--- src/sv/deq_pkg.sv ---
// Shared types and constants for the double-ended queue.
// No dependencies; compiled first.
package deq_pkg;

    localparam int TYPE_W = 3;
    localparam int DATA_W = 32;
    localparam int STAT_W = 2;

    // request codes on the input channel
    localparam logic [TYPE_W-1:0] REQ_PUSH_FRONT = 3'd0;
    localparam logic [TYPE_W-1:0] REQ_PUSH_BACK  = 3'd1;
    localparam logic [TYPE_W-1:0] REQ_POP_FRONT  = 3'd2;
    localparam logic [TYPE_W-1:0] REQ_POP_BACK   = 3'd3;
    localparam logic [TYPE_W-1:0] REQ_LIST_FWD   = 3'd4;
    localparam logic [TYPE_W-1:0] REQ_LIST_REV   = 3'd5;

    // result status codes
    localparam logic [STAT_W-1:0] ST_OK    = 2'd0;
    localparam logic [STAT_W-1:0] ST_EMPTY = 2'd1;
    localparam logic [STAT_W-1:0] ST_FULL  = 2'd2;

    typedef enum logic [2:0] {
        OP_NONE,
        OP_PUSH_FRONT,
        OP_PUSH_BACK,
        OP_POP_FRONT,
        OP_POP_BACK,
        OP_LIST_NEXT,
        OP_REPORT
    } t_op;

    // controller -> datapath
    typedef struct packed {
        t_op               op;
        logic              list_init;
        logic              reverse;
        logic [STAT_W-1:0] status;
    } t_dp_cmd;

    // datapath -> controller
    typedef struct packed {
        logic empty;
        logic full;
        logic list_last;
        logic can_issue;
    } t_dp_stat;

endpackage

--- src/sv/deq_ifs.sv ---
// Valid/ready channel interfaces for requests and results.
// Depends on deq_pkg for field widths.
interface deq_req_if import deq_pkg::*; ();
    logic                     valid;
    logic                     ready;
    logic [TYPE_W-1:0]        req_type;
    logic signed [DATA_W-1:0] value;

    modport source (output valid, req_type, value, input ready);
    modport sink   (input valid, req_type, value, output ready);
endinterface

interface deq_rsp_if import deq_pkg::*; #(parameter int CNT_W = 5) ();
    logic                     valid;
    logic                     ready;
    logic signed [DATA_W-1:0] data;
    logic [STAT_W-1:0]        status;
    logic                     last;
    logic [CNT_W-1:0]         count;

    modport source (output valid, data, status, last, count, input ready);
    modport sink   (input valid, data, status, last, count, output ready);
endinterface

--- src/sv/deq_ctrl.sv ---
// Request decoder and listing sequencer for the double-ended queue.
// Depends on deq_pkg; drives deq_dp through t_dp_cmd.
module deq_ctrl import deq_pkg::*; (
    input  logic              i_clk,
    input  logic              i_rst_n,
    input  logic              i_req_valid,
    input  logic [TYPE_W-1:0] i_req_type,
    output logic              o_req_ready,
    input  t_dp_stat          i_stat,
    output t_dp_cmd           o_cmd
);

    typedef enum logic {
        S_IDLE,
        S_LIST
    } t_state;

    t_state r_state, n_state;
    logic   r_reverse, n_reverse;
    logic   accept;

    assign o_req_ready = (r_state == S_IDLE) && i_stat.can_issue;
    assign accept      = i_req_valid && o_req_ready;

    always_comb begin
        n_state          = r_state;
        n_reverse        = r_reverse;
        o_cmd.op         = OP_NONE;
        o_cmd.list_init  = 1'b0;
        o_cmd.reverse    = r_reverse;
        o_cmd.status     = ST_OK;
        case (r_state)
            S_IDLE: begin
                if (accept) begin
                    case (i_req_type)
                        REQ_PUSH_FRONT, REQ_PUSH_BACK: begin
                            if (i_stat.full) begin
                                o_cmd.op     = OP_REPORT;
                                o_cmd.status = ST_FULL;
                            end else begin
                                o_cmd.op = (i_req_type == REQ_PUSH_FRONT) ?
                                           OP_PUSH_FRONT : OP_PUSH_BACK;
                            end
                        end
                        REQ_POP_FRONT, REQ_POP_BACK: begin
                            if (i_stat.empty) begin
                                o_cmd.op     = OP_REPORT;
                                o_cmd.status = ST_EMPTY;
                            end else begin
                                o_cmd.op = (i_req_type == REQ_POP_FRONT) ?
                                           OP_POP_FRONT : OP_POP_BACK;
                            end
                        end
                        REQ_LIST_FWD, REQ_LIST_REV: begin
                            if (i_stat.empty) begin
                                o_cmd.op     = OP_REPORT;
                                o_cmd.status = ST_EMPTY;
                            end else begin
                                o_cmd.list_init = 1'b1;
                                n_reverse       = (i_req_type == REQ_LIST_REV);
                                n_state         = S_LIST;
                            end
                        end
                        default: begin
                            // unused codes answer ok with nothing changed
                            o_cmd.op = OP_REPORT;
                        end
                    endcase
                end
            end
            S_LIST: begin
                if (i_stat.can_issue) begin
                    o_cmd.op = OP_LIST_NEXT;
                    if (i_stat.list_last) begin
                        n_state = S_IDLE;
                    end
                end
            end
            default: begin
                n_state = S_IDLE;
            end
        endcase
    end

    always_ff @(posedge i_clk) begin
        if (!i_rst_n) begin
            r_state   <= S_IDLE;
            r_reverse <= 1'b0;
        end else begin
            r_state   <= n_state;
            r_reverse <= n_reverse;
        end
    end

    a_list_blocks_req: assert property (@(posedge i_clk) disable iff (!i_rst_n)
        (r_state == S_LIST) |-> !o_req_ready)
        else $error("request accepted during listing");

    a_list_start: assert property (@(posedge i_clk) disable iff (!i_rst_n)
        o_cmd.list_init |=> (r_state == S_LIST))
        else $error("listing started without entering list state");

    a_list_end: assert property (@(posedge i_clk) disable iff (!i_rst_n)
        (r_state == S_LIST && o_cmd.op == OP_LIST_NEXT && i_stat.list_last)
        |=> (r_state == S_IDLE))
        else $error("listing did not end after last entry");

endmodule

--- src/sv/deq_dp.sv ---
// Datapath: ring store, front/occupancy registers, listing cursor,
// read stage and two-beat result queue. Depends on deq_pkg.
module deq_dp import deq_pkg::*; #(
    parameter int DEPTH = 16,
    localparam int IDX_W = $clog2(DEPTH),
    localparam int CNT_W = $clog2(DEPTH + 1)
) (
    input  logic                     i_clk,
    input  logic                     i_rst_n,
    input  t_dp_cmd                  i_cmd,
    input  logic signed [DATA_W-1:0] i_value,
    output t_dp_stat                 o_stat,
    output logic                     o_rsp_valid,
    input  logic                     i_rsp_ready,
    output logic signed [DATA_W-1:0] o_rsp_data,
    output logic [STAT_W-1:0]        o_rsp_status,
    output logic                     o_rsp_last,
    output logic [CNT_W-1:0]         o_rsp_count
);

    localparam int FIFO_W = DATA_W + STAT_W + 1 + CNT_W;

    logic [DATA_W-1:0] r_mem [DEPTH];
    logic [DATA_W-1:0] r_rd_data;

    logic [IDX_W-1:0]  r_front, n_front;
    logic [CNT_W-1:0]  r_occ, n_occ;
    logic [CNT_W-1:0]  r_cur, n_cur;

    logic              wr_en, rd_en;
    logic [IDX_W-1:0]  wr_addr, rd_addr;
    logic [IDX_W-1:0]  front_dec;
    logic [CNT_W-1:0]  list_off;

    logic              r_s1_valid, n_s1_valid;
    logic              r_s1_use_mem, n_s1_use_mem;
    logic [STAT_W-1:0] r_s1_status, n_s1_status;
    logic              r_s1_last, n_s1_last;
    logic [CNT_W-1:0]  r_s1_count, n_s1_count;

    logic [FIFO_W-1:0] r_fifo [2];
    logic              r_wp, r_rp;
    logic [1:0]        r_lvl;
    logic              fifo_wr, fifo_rd;
    logic [FIFO_W-1:0] fifo_head;
    logic [DATA_W-1:0] s1_data;
    logic [2:0]        credit;

    // base + off modulo DEPTH, with base < DEPTH and off < DEPTH
    function automatic logic [IDX_W-1:0] ring_add(input logic [IDX_W-1:0] base,
                                                  input logic [CNT_W-1:0] off);
        logic [CNT_W:0] sum;
        sum = {{(CNT_W + 1 - IDX_W){1'b0}}, base} + {1'b0, off};
        if (sum >= (CNT_W + 1)'(DEPTH)) begin
            sum = sum - (CNT_W + 1)'(DEPTH);
        end
        return sum[IDX_W-1:0];
    endfunction

    assign front_dec = (r_front == '0) ? IDX_W'(DEPTH - 1) : r_front - 1'b1;
    assign list_off  = i_cmd.reverse ? (r_occ - CNT_W'(1) - r_cur) : r_cur;

    always_comb begin
        n_front      = r_front;
        n_occ        = r_occ;
        n_cur        = r_cur;
        wr_en        = 1'b0;
        rd_en        = 1'b0;
        wr_addr      = '0;
        rd_addr      = '0;
        n_s1_valid   = 1'b0;
        n_s1_use_mem = 1'b0;
        n_s1_status  = ST_OK;
        n_s1_last    = 1'b1;
        if (i_cmd.list_init) begin
            n_cur = '0;
        end
        case (i_cmd.op)
            OP_PUSH_FRONT: begin
                wr_en      = 1'b1;
                wr_addr    = front_dec;
                n_front    = front_dec;
                n_occ      = r_occ + CNT_W'(1);
                n_s1_valid = 1'b1;
            end
            OP_PUSH_BACK: begin
                wr_en      = 1'b1;
                wr_addr    = ring_add(r_front, r_occ);
                n_occ      = r_occ + CNT_W'(1);
                n_s1_valid = 1'b1;
            end
            OP_POP_FRONT: begin
                rd_en        = 1'b1;
                rd_addr      = r_front;
                n_occ        = r_occ - CNT_W'(1);
                n_front      = (n_occ == '0) ? '0 : ring_add(r_front, CNT_W'(1));
                n_s1_valid   = 1'b1;
                n_s1_use_mem = 1'b1;
            end
            OP_POP_BACK: begin
                rd_en        = 1'b1;
                rd_addr      = ring_add(r_front, r_occ - CNT_W'(1));
                n_occ        = r_occ - CNT_W'(1);
                n_front      = (n_occ == '0) ? '0 : r_front;
                n_s1_valid   = 1'b1;
                n_s1_use_mem = 1'b1;
            end
            OP_LIST_NEXT: begin
                rd_en        = 1'b1;
                rd_addr      = ring_add(r_front, list_off);
                n_cur        = r_cur + CNT_W'(1);
                n_s1_valid   = 1'b1;
                n_s1_use_mem = 1'b1;
                n_s1_last    = (r_cur + CNT_W'(1) == r_occ);
            end
            OP_REPORT: begin
                n_s1_valid  = 1'b1;
                n_s1_status = i_cmd.status;
            end
            default: begin
            end
        endcase
        n_s1_count = n_occ;
    end

    always_ff @(posedge i_clk) begin
        if (wr_en) begin
            r_mem[wr_addr] <= i_value;
        end
        if (rd_en) begin
            r_rd_data <= r_mem[rd_addr];
        end
    end

    always_ff @(posedge i_clk) begin
        if (!i_rst_n) begin
            r_front    <= '0;
            r_occ      <= '0;
            r_cur      <= '0;
            r_s1_valid <= 1'b0;
        end else begin
            r_front    <= n_front;
            r_occ      <= n_occ;
            r_cur      <= n_cur;
            r_s1_valid <= n_s1_valid;
        end
    end

    always_ff @(posedge i_clk) begin
        r_s1_use_mem <= n_s1_use_mem;
        r_s1_status  <= n_s1_status;
        r_s1_last    <= n_s1_last;
        r_s1_count   <= n_s1_count;
    end

    // result queue: two beats so a waiting result does not stall the store
    assign s1_data   = r_s1_use_mem ? r_rd_data : '0;
    assign fifo_wr   = r_s1_valid;
    assign fifo_rd   = o_rsp_valid && i_rsp_ready;
    assign fifo_head = r_fifo[r_rp];

    always_ff @(posedge i_clk) begin
        if (fifo_wr) begin
            r_fifo[r_wp] <= {s1_data, r_s1_status, r_s1_last, r_s1_count};
        end
    end

    always_ff @(posedge i_clk) begin
        if (!i_rst_n) begin
            r_wp  <= 1'b0;
            r_rp  <= 1'b0;
            r_lvl <= '0;
        end else begin
            if (fifo_wr) begin
                r_wp <= ~r_wp;
            end
            if (fifo_rd) begin
                r_rp <= ~r_rp;
            end
            r_lvl <= r_lvl + {1'b0, fifo_wr} - {1'b0, fifo_rd};
        end
    end

    assign o_rsp_valid  = (r_lvl != '0);
    assign o_rsp_data   = fifo_head[FIFO_W-1 -: DATA_W];
    assign o_rsp_status = fifo_head[CNT_W + 1 +: STAT_W];
    assign o_rsp_last   = fifo_head[CNT_W];
    assign o_rsp_count  = fifo_head[CNT_W-1:0];

    // a new beat may start when the queue has room once the staged one lands
    assign credit           = {1'b0, r_lvl} + {2'b0, r_s1_valid};
    assign o_stat.can_issue = credit < (3'd2 + {2'b0, fifo_rd});
    assign o_stat.empty     = (r_occ == '0);
    assign o_stat.full      = (r_occ == CNT_W'(DEPTH));
    assign o_stat.list_last = (r_cur + CNT_W'(1) == r_occ);

    a_fifo_no_overflow: assert property (@(posedge i_clk) disable iff (!i_rst_n)
        (r_lvl == 2'd2) |-> (!fifo_wr || fifo_rd))
        else $error("result queue overflow");

    a_occ_bound: assert property (@(posedge i_clk) disable iff (!i_rst_n)
        r_occ <= CNT_W'(DEPTH))
        else $error("occupancy above depth");

    a_read_nonempty: assert property (@(posedge i_clk) disable iff (!i_rst_n)
        rd_en |-> (r_occ != '0))
        else $error("store read while empty");

    a_push_not_full: assert property (@(posedge i_clk) disable iff (!i_rst_n)
        wr_en |=> (r_occ != '0) && ($past(r_occ) != CNT_W'(DEPTH)))
        else $error("push into full store");

endmodule

--- src/sv/double_ended_queue.sv ---
// Bounded double-ended queue of signed 32-bit values in a DEPTH-entry ring.
// Channels: i_req (valid/ready; req_type, value) carries requests, o_rsp
// (valid/ready; data, status, last, count) carries results. A beat moves on
// a rising edge with valid and ready both high.
// Push, pop and error requests give one result each; the store read is
// registered, then the beat enters a two-beat result queue.
// These requests are taken one per cycle while the result queue has room.
// A listing of N entries gives N beats, one per cycle while the result queue
// has room, paced by the single read port of the store; no request is taken
// until its last entry has been read.
// The final beat of each request has last set.
// Reset (synchronous, active low) empties the queue and the result queue;
// store contents are not cleared and need no clearing pass.
// When the receiver stalls, up to two beats wait in the result queue and
// i_req.ready falls; listings pause and resume without loss.
// Depends on deq_pkg, deq_ifs, deq_ctrl and deq_dp.
module double_ended_queue import deq_pkg::*; #(
    parameter int DEPTH = 16
) (
    input  logic       i_clk,
    input  logic       i_rst_n,
    deq_req_if.sink    i_req,
    deq_rsp_if.source  o_rsp
);

    localparam int CNT_W = $clog2(DEPTH + 1);

    t_dp_cmd          cmd;
    t_dp_stat         stat;
    logic [CNT_W-1:0] rsp_count;

    deq_ctrl u_ctrl (
        .i_clk       (i_clk),
        .i_rst_n     (i_rst_n),
        .i_req_valid (i_req.valid),
        .i_req_type  (i_req.req_type),
        .o_req_ready (i_req.ready),
        .i_stat      (stat),
        .o_cmd       (cmd)
    );

    deq_dp #(
        .DEPTH (DEPTH)
    ) u_dp (
        .i_clk        (i_clk),
        .i_rst_n      (i_rst_n),
        .i_cmd        (cmd),
        .i_value      (i_req.value),
        .o_stat       (stat),
        .o_rsp_valid  (o_rsp.valid),
        .i_rsp_ready  (o_rsp.ready),
        .o_rsp_data   (o_rsp.data),
        .o_rsp_status (o_rsp.status),
        .o_rsp_last   (o_rsp.last),
        .o_rsp_count  (rsp_count)
    );

    assign o_rsp.count = rsp_count;

endmodule
--- src/flat_wrapper.sv ---
// flat-port wrapper written by rule: the top's interface ports become plain ports
module double_ended_queue_flat import deq_pkg::*;
#(
    parameter int DEPTH = 16
)
  (i_clk, i_rst_n, i_req_valid, i_req_req_type, i_req_value, i_req_ready, o_rsp_valid, o_rsp_data, o_rsp_status, o_rsp_last, o_rsp_count, o_rsp_ready);
  deq_req_if i_req_i ();
  deq_rsp_if o_rsp_i ();
  input  logic i_clk;
  input  logic i_rst_n;
  input wire logic [$bits(i_req_i.valid)-1:0] i_req_valid;
  input wire logic [$bits(i_req_i.req_type)-1:0] i_req_req_type;
  input wire logic [$bits(i_req_i.value)-1:0] i_req_value;
  output wire logic [$bits(i_req_i.ready)-1:0] i_req_ready;
  output wire logic [$bits(o_rsp_i.valid)-1:0] o_rsp_valid;
  output wire logic [$bits(o_rsp_i.data)-1:0] o_rsp_data;
  output wire logic [$bits(o_rsp_i.status)-1:0] o_rsp_status;
  output wire logic [$bits(o_rsp_i.last)-1:0] o_rsp_last;
  output wire logic [$bits(o_rsp_i.count)-1:0] o_rsp_count;
  input wire logic [$bits(o_rsp_i.ready)-1:0] o_rsp_ready;
  assign i_req_i.valid = i_req_valid;
  assign i_req_i.req_type = i_req_req_type;
  assign i_req_i.value = i_req_value;
  assign i_req_ready = i_req_i.ready;
  assign o_rsp_valid = o_rsp_i.valid;
  assign o_rsp_data = o_rsp_i.data;
  assign o_rsp_status = o_rsp_i.status;
  assign o_rsp_last = o_rsp_i.last;
  assign o_rsp_count = o_rsp_i.count;
  assign o_rsp_i.ready = o_rsp_ready;
  double_ended_queue #(.DEPTH(DEPTH)) u_core (.i_clk(i_clk), .i_rst_n(i_rst_n), .i_req(i_req_i), .o_rsp(o_rsp_i));
endmodule
--- config.mk ---
export PLATFORM = sky130hd
export DESIGN_NAME = double_ended_queue_flat
export DESIGN_NICKNAME = d
export VERILOG_FILES = /design/src/sv/deq_pkg.sv /design/src/sv/deq_ifs.sv /design/src/sv/deq_ctrl.sv /design/src/sv/deq_dp.sv /design/src/sv/double_ended_queue.sv /design/src/flat_wrapper.sv
export SDC_FILE = /design/constraint.sdc
export NUM_CORES = 1
export LEC_CHECK = 0
export BUFFER_PORTS_ARGS = -buffer_cell sky130_fd_sc_hd__buf_4
export CORE_UTILIZATION = 40
export DETAILED_ROUTE_END_ITERATION = 7
export GPL_ROUTABILITY_DRIVEN = 0
export PLACE_DENSITY = 0.62
export SETUP_SLACK_MARGIN = 0.1
export SLEW_MARGIN = 10
export SYNTH_ARGS = -nofsm -noshare
export SYNTH_HDL_FRONTEND = slang
export SYNTH_SLANG_ARGS = --single-unit
export TNS_END_PERCENT = 50
--- constraint.sdc ---
create_clock -name i_clk -period 5.5 [get_ports i_clk]
set_input_delay 0 -clock i_clk [delete_from_list [all_inputs] [get_ports i_clk]]
set_output_delay 0 -clock i_clk [all_outputs]
set_load 0.02 [all_outputs]
## After elaboration in Yosys (flattened, before gate mapping)

Memories as Yosys holds them, arrays and structs flattened. A register that Yosys moved wholly into a read port is not among the register bits.
Index checks and enable logic that the tools add are counted.

- $lt $le $gt $ge: 5
- $mul: 0
- Bitwise logic cells: 6
- Mux-type cells: 43
- Shift-type cells: 0
- Reductions and logical operators: 21
- Add/sub/neg operators: 17
- Div/mod/pow operators: 0
- Equality and inequality tests: 14

Operators with widths:

| operator | number |
|---|---|
| two-way mux 32 bit | 1 |
| two-way mux 4 bit | 8 |
| one-hot mux 4 bit (3 select lines) | 2 |
| subtractor 4 x 1 -> 4 bit (second input constant) | 5 |
| adder 4 x 5 -> 6 bit | 3 |
| >= comparator 6 x 5 -> 1 bit (second input constant) | 3 |
| two-way mux 1 bit | 16 |
| equality test 3 bit (second input constant) | 5 |
| two-way mux 3 bit | 5 |
| two-way mux 5 bit | 3 |
| equality test 3 x 2 -> 1 bit (second input constant) | 4 |
| adder 5 x 1 -> 5 bit (second input constant) | 2 |
| logical NOT 5 bit | 2 |
| one-hot mux 5 bit (2 select lines) | 1 |
| OR reduction 2 bit | 5 |
| one-hot mux 3 bit (3 select lines) | 1 |
| one-hot mux 4 bit (2 select lines) | 1 |
| equality test 3 x 1 -> 1 bit (second input constant) | 2 |
| inverter 1 bit | 6 |
| one-hot mux 3 bit (2 select lines) | 1 |
| OR reduction 3 bit | 2 |
| OR reduction 6 bit | 1 |
| adder 4 x 1 -> 5 bit (second input constant) | 1 |
| equality test 5 bit | 1 |
| other kinds (21) | 25 |

- Memories: 2
- Register bits after elaboration: 30
- ROM bits: 0
- Output and inout port bits: 42
- Bits in writable memories: 592
- Word-level logic and storage cells: 121
- Input port bits: 39
- Bits in latches: 0

Memories:

| memory | words | width | read ports | clocked after memory_dff | write ports | line | RTL |
|---|---|---|---|---|---|---|---|
| u_core.u_dp.r_mem | 16 | 32 | 1 | 1 | 1 | deq_dp.sv:23 | `logic [DATA_W-1:0] r_mem [DEPTH];` |
| u_core.u_dp.r_fifo | 2 | 40 | 1 | 1 | 1 | deq_dp.sv:41 | `logic [FIFO_W-1:0] r_fifo [2];` |

## Depth between registers and ports, before layout

- Depth after elaboration: 13
- Depth in mapped cells: 20
- Mapped depth without buffers: 17

## Modules after synthesis

From an unflattened synthesis, not the netlist that was laid out.

- Cells, all modules: 2002
- Area total of the unflattened synthesis: 26771.9 um^2

By module, submodules not included:

| module | instances | cells each | area an instance (um^2) |
|---|---|---|---|
| deq_dp | 1 | 1969 | 26525.4 |
| deq_ctrl | 1 | 33 | 246.5 |

## Worst setup path before layout

OpenSTA, ideal clock, no wires.

- Path kind: reg-to-reg
- Start point: register u_core.u_dp.r_occ[0]
- End point: memory u_core.u_dp.r_mem[0][0], enable pin
- Library setup time: 461 ps
- Arrival: 4696 ps
- Buffers on the path: 2
- Clock period less this slack: 5157 ps
- Stages on the path, launching flop included: 12
- Setup slack: 343 ps
- Path through: dfxtp_1 clkbuf_1 inv_1 ha_1 or4b_1 buf_2 and2_4 a221oi_4 or2_2 o22ai_1 or2_2 nor3_1

- Cells in the longest elaborated chain, start to end: 10
- Elaborated cells between the ends (all ways): 19

RTL lines:

| element | line | RTL |
|---|---|---|
| start: declaration | deq_dp.sv:27 | `logic [CNT_W-1:0] r_occ, n_occ;` |
| start signal: assignment | deq_dp.sv:143 | `r_occ <= n_occ;` |
| equality test 5 bit / logical NOT 5 bit (equally long branches) | deq_dp.sv:194, deq_dp.sv:193 |  |
| two-way mux 3 bit (on tied branches) | deq_ctrl.sv:37, deq_ctrl.sv:46, deq_ctrl.sv:55 |  |
| one-hot mux 3 bit (3 select lines) | deq_ctrl.sv:35 | `case (i_req_type)` |
| two-way mux 4 bit | deq_ctrl.sv:34 | `if (accept) begin` |
| one-hot mux 3 bit (2 select lines) | deq_ctrl.sv:32 | `case (r_state)` |
| equality test 3 x 2 -> 1 bit / equality test 3 x 1 -> 1 bit (equally long branches) | deq_dp.sv:78 | `case (i_cmd.op)` |
| OR reduction 2 bit (no line) | -- |  |
| two-way mux 1 bit | deq_dp.sv:78 |  |
| two-way mux 1 bit | deq_dp.sv:127 | `if (wr_en) begin` |
| two-way mux 1 bit (not written as such) | deq_dp.sv:128 | `r_mem[wr_addr] <= i_value;` |
| end: declaration | deq_dp.sv:23 |  |

Parallel ways exist; a longest one is shown, timed or not.

## Final worst setup path

- Start point: register u_core.u_dp.r_occ[0]
- End point: register u_core.u_dp.r_rd_data[13], read port of u_core.u_dp.r_mem, data pin

- Cells in the longest elaborated chain, start to end: 8
- Elaborated cells between the ends (all ways): 25

RTL lines:

| element | line | RTL |
|---|---|---|
| parallel branches: the longest is 8 deep, another holds adder 4 x 5 -> 6 bit | -- |  |
| end: declaration | deq_dp.sv:24 | `logic [DATA_W-1:0] r_rd_data;` |

Parallel ways; which one is timed is not known.
A chain may end at the register's enable or synchronous reset.

==> results.tsv <==
metric	value	unit
arrival	5.28	ns
ys_seq_area_frac	0.732	
start_kind	register	
skew	0.0141	ns
antenna_left	0	
numPortBuffers	80	
hold_ws	0.243	ns
num_rows	93	
nets	1762	
htreeDepth	3	
dp_cells	2444	
postCtsSetupRepairBufs	0	
cts.sinks	655	
grt_pass1_vias	14379	
syn_inst	1545	
fin_setup_tns	0	ns
cts_tree	yes	
synth-seq-cells	655	
wirelength	59100	um
slew_viol_final	0	
p_int	9.51	mW
outcome	finished clean	
tightest_slew	1.21	ns
drv_cap	0	
seqCellArea	0.0194	mm2
cp.required	5.83	ns
hpwlAfterDp	34600	um
place_area	0.0284	mm2
drc	0	
final_area	0.0309	mm2
p_leak	10.8	nW
yosysWarnings	0	
cp-end-kind	register	
grt_usage	0.178	
period_needed	4.95	ns
fin_ws	0.551	ns
drive_gt1_frac	0.199	
grt_setup_unrepaired	no	
finalSetupViolCount	0	
nFillCells	5474	
area_growth	16.8	%
finalCritPeriodShare	0.900	
max-vdd-ir-drop	257	uV
hold_viol	0	
relSlewSlack	0.187	
insertion_delay	0.59	ns
gr-total-overflow	0	
pwr-share-seq	0.460	
cts_buffer_depth	3	
post-place-ws	0.567	ns
grt_pass1_wl	89100	um
post-route-util	0.476	
synth_area_per_cell	17.1	um2
drt-initial-drc-count	1163	
final_cell_mix	624 x edfxtp_1, 225 x mux2i_1, 114 x buf_4, 88 x nand2_1, 72 x mux2_2	
die_x	259	um
dr_total_vias	14204	
die_area	0.0671	mm2
wl_per_cell	22.7	um
firstDrtPassIters	5	
ios	81	
diodes	0	
die_h	259	um
synth-edff-count	624	
combPwrFrac	0.211	
power_density	424	mW/mm2
netlist_area	0.0264	mm2
async_flop_share	0	
multi_input_area	0.00680	mm2
start_util	0.407	
ys.flop_type	edfxtp_1	
clkSlewWorstSetupHoldPaths	0.06	ns
p_sw_frac	0.274	
crit_type	reg -> reg	
grt_max_degree	61	
final_cell_count_no_fill	2604	
total_power	13.1	mW
viasPerCell	5.45	
root_buffer	clkbuf_16	
p_clk_frac	0.329	
p_switching	3.59	mW
core	0.0649	mm2
ys_types	62	
crit_fanout	13	
hp-class	in -> reg	
final_common_cell	edfxtp_1	
timing.fmax	202	MHz
antenna_found_initial	0	
syn_nets	1608	
cts_buffers	68	
## per-layer routing
metal,global-route usage,share of wire,vias up
li1,-,-,6441
met3,0.0305,0.057,82
met1,0.252,0.46,7260
met2,0.283,0.46,421
met4,0.0487,0.021,0
met5,0,0,-
## timing repair
| item | CTS | global route |
|---|---|---|
| resized for setup | 0 | 0 |
| endpoints found under the hold margin | 531 | 0 |
| setup endpoints to repair | 0 | 0 |
| hold buffers | 40 | 0 |
## area by class of cell
cell class | instances | share of cell area
clock buffers | 83 | 0.0590
well taps | 855 | 0.0346
inverters | 21 | 0.00255
multi-input cells | 787 | 0.220
repair buffers | 166 | 0.0485
clock inverters | 37 | 0.00819
flip-flops and latches | 655 | 0.627
## cells by family after synthesis
kind of cell             count (synthesis)  synth area share
buffers and inverters                  103            0.0195
XOR/XNOR                                23           0.00762
multiplexers                           298             0.116
flip-flops                             655             0.732
adder cells (fa/ha/maj)                 24            0.0122
AND/OR/NAND/NOR                        235            0.0429
AO/OA/AOI/OAI                          207            0.0692
## path summary, 6_finish.rpt
kind | start | end | slack, ns | cells after the start
max | u_core.u_dp.r_occ[0] | u_core.u_dp.r_rd_data[13] | 0.55 | 14
min | i_rst_n | u_core.u_dp.r_occ[4] | 0.24 | 3
max reg2reg | u_core.u_dp.r_occ[0] | u_core.u_dp.r_rd_data[13] | 0.55 | 14
min reg2reg | u_core.u_dp.r_s1_count[0] | u_core.u_dp.r_fifo[1][0] | 0.43 | 0
## flip-flops by register name, indices dropped and copies added (netlist names), 2 cells and up, named ones only
register                 count
u_core.u_dp.r_cur            5
u_core.u_dp.r_fifo          80
u_core.u_dp.r_front          4
u_core.u_dp.r_lvl            2
u_core.u_dp.r_mem          512
u_core.u_dp.r_occ            5
u_core.u_dp.r_rd_data       32
u_core.u_dp.r_s1_count       5
u_core.u_dp.r_s1_status      2
## synth_stat cells (5+ instances only)
master    instances  area share
ha_1             21      0.0099
a31oi_1           6      0.0014
a32o_1           33       0.012
xor2_1            9      0.0030
nor3_1            9      0.0017
nor2b_1          10      0.0024
dfxtp_1          31       0.023
o21ai_0          13      0.0025
mux2_2           72       0.031
buf_2            18      0.0034
or2_2             5      0.0012
a22o_1           34       0.011
and2_1           41      0.0097
edfxtp_1        624        0.71
inv_1            21      0.0030
xnor2_1          14      0.0046
clkbuf_1         40      0.0057
nand2_1          88       0.012
nand4_1           5      0.0012
a221oi_2         17      0.0097
buf_4            14      0.0040
o22ai_1           5      0.0012
mux2i_1         225       0.085
nor2_1           47      0.0067
a21oi_1          17      0.0032
a221oi_1         48       0.016
nand3_1          10      0.0019
## power groups by stage
stage	clock, mW	sequential (mW)	combinational (mW)
global placement	0	6.12	2.71
CTS	4.41	6.03	2.79
global route	4.59	6.05	2.99
finish	4.31	6.02	2.77
detailed placement	0	6.13	2.75
floorplan	0	6.02	1.93
## worst max-delay path, cell delays in order (launching register included)
cell and delay [ns]:
dfxtp_1 0.56, inv_1 0.12, ha_1 0.40, fa_1 0.44, a21oi_1 0.15, o21a_1 0.14, inv_1 0.05, fa_1 0.61
nor4_1 0.11, a31oi_1 0.70, nor2b_4 0.56, buf_4 0.32, a32o_1 0.19, a221oi_2 0.04, mux2_2 0.29
(Power assumes the default switching activity.)
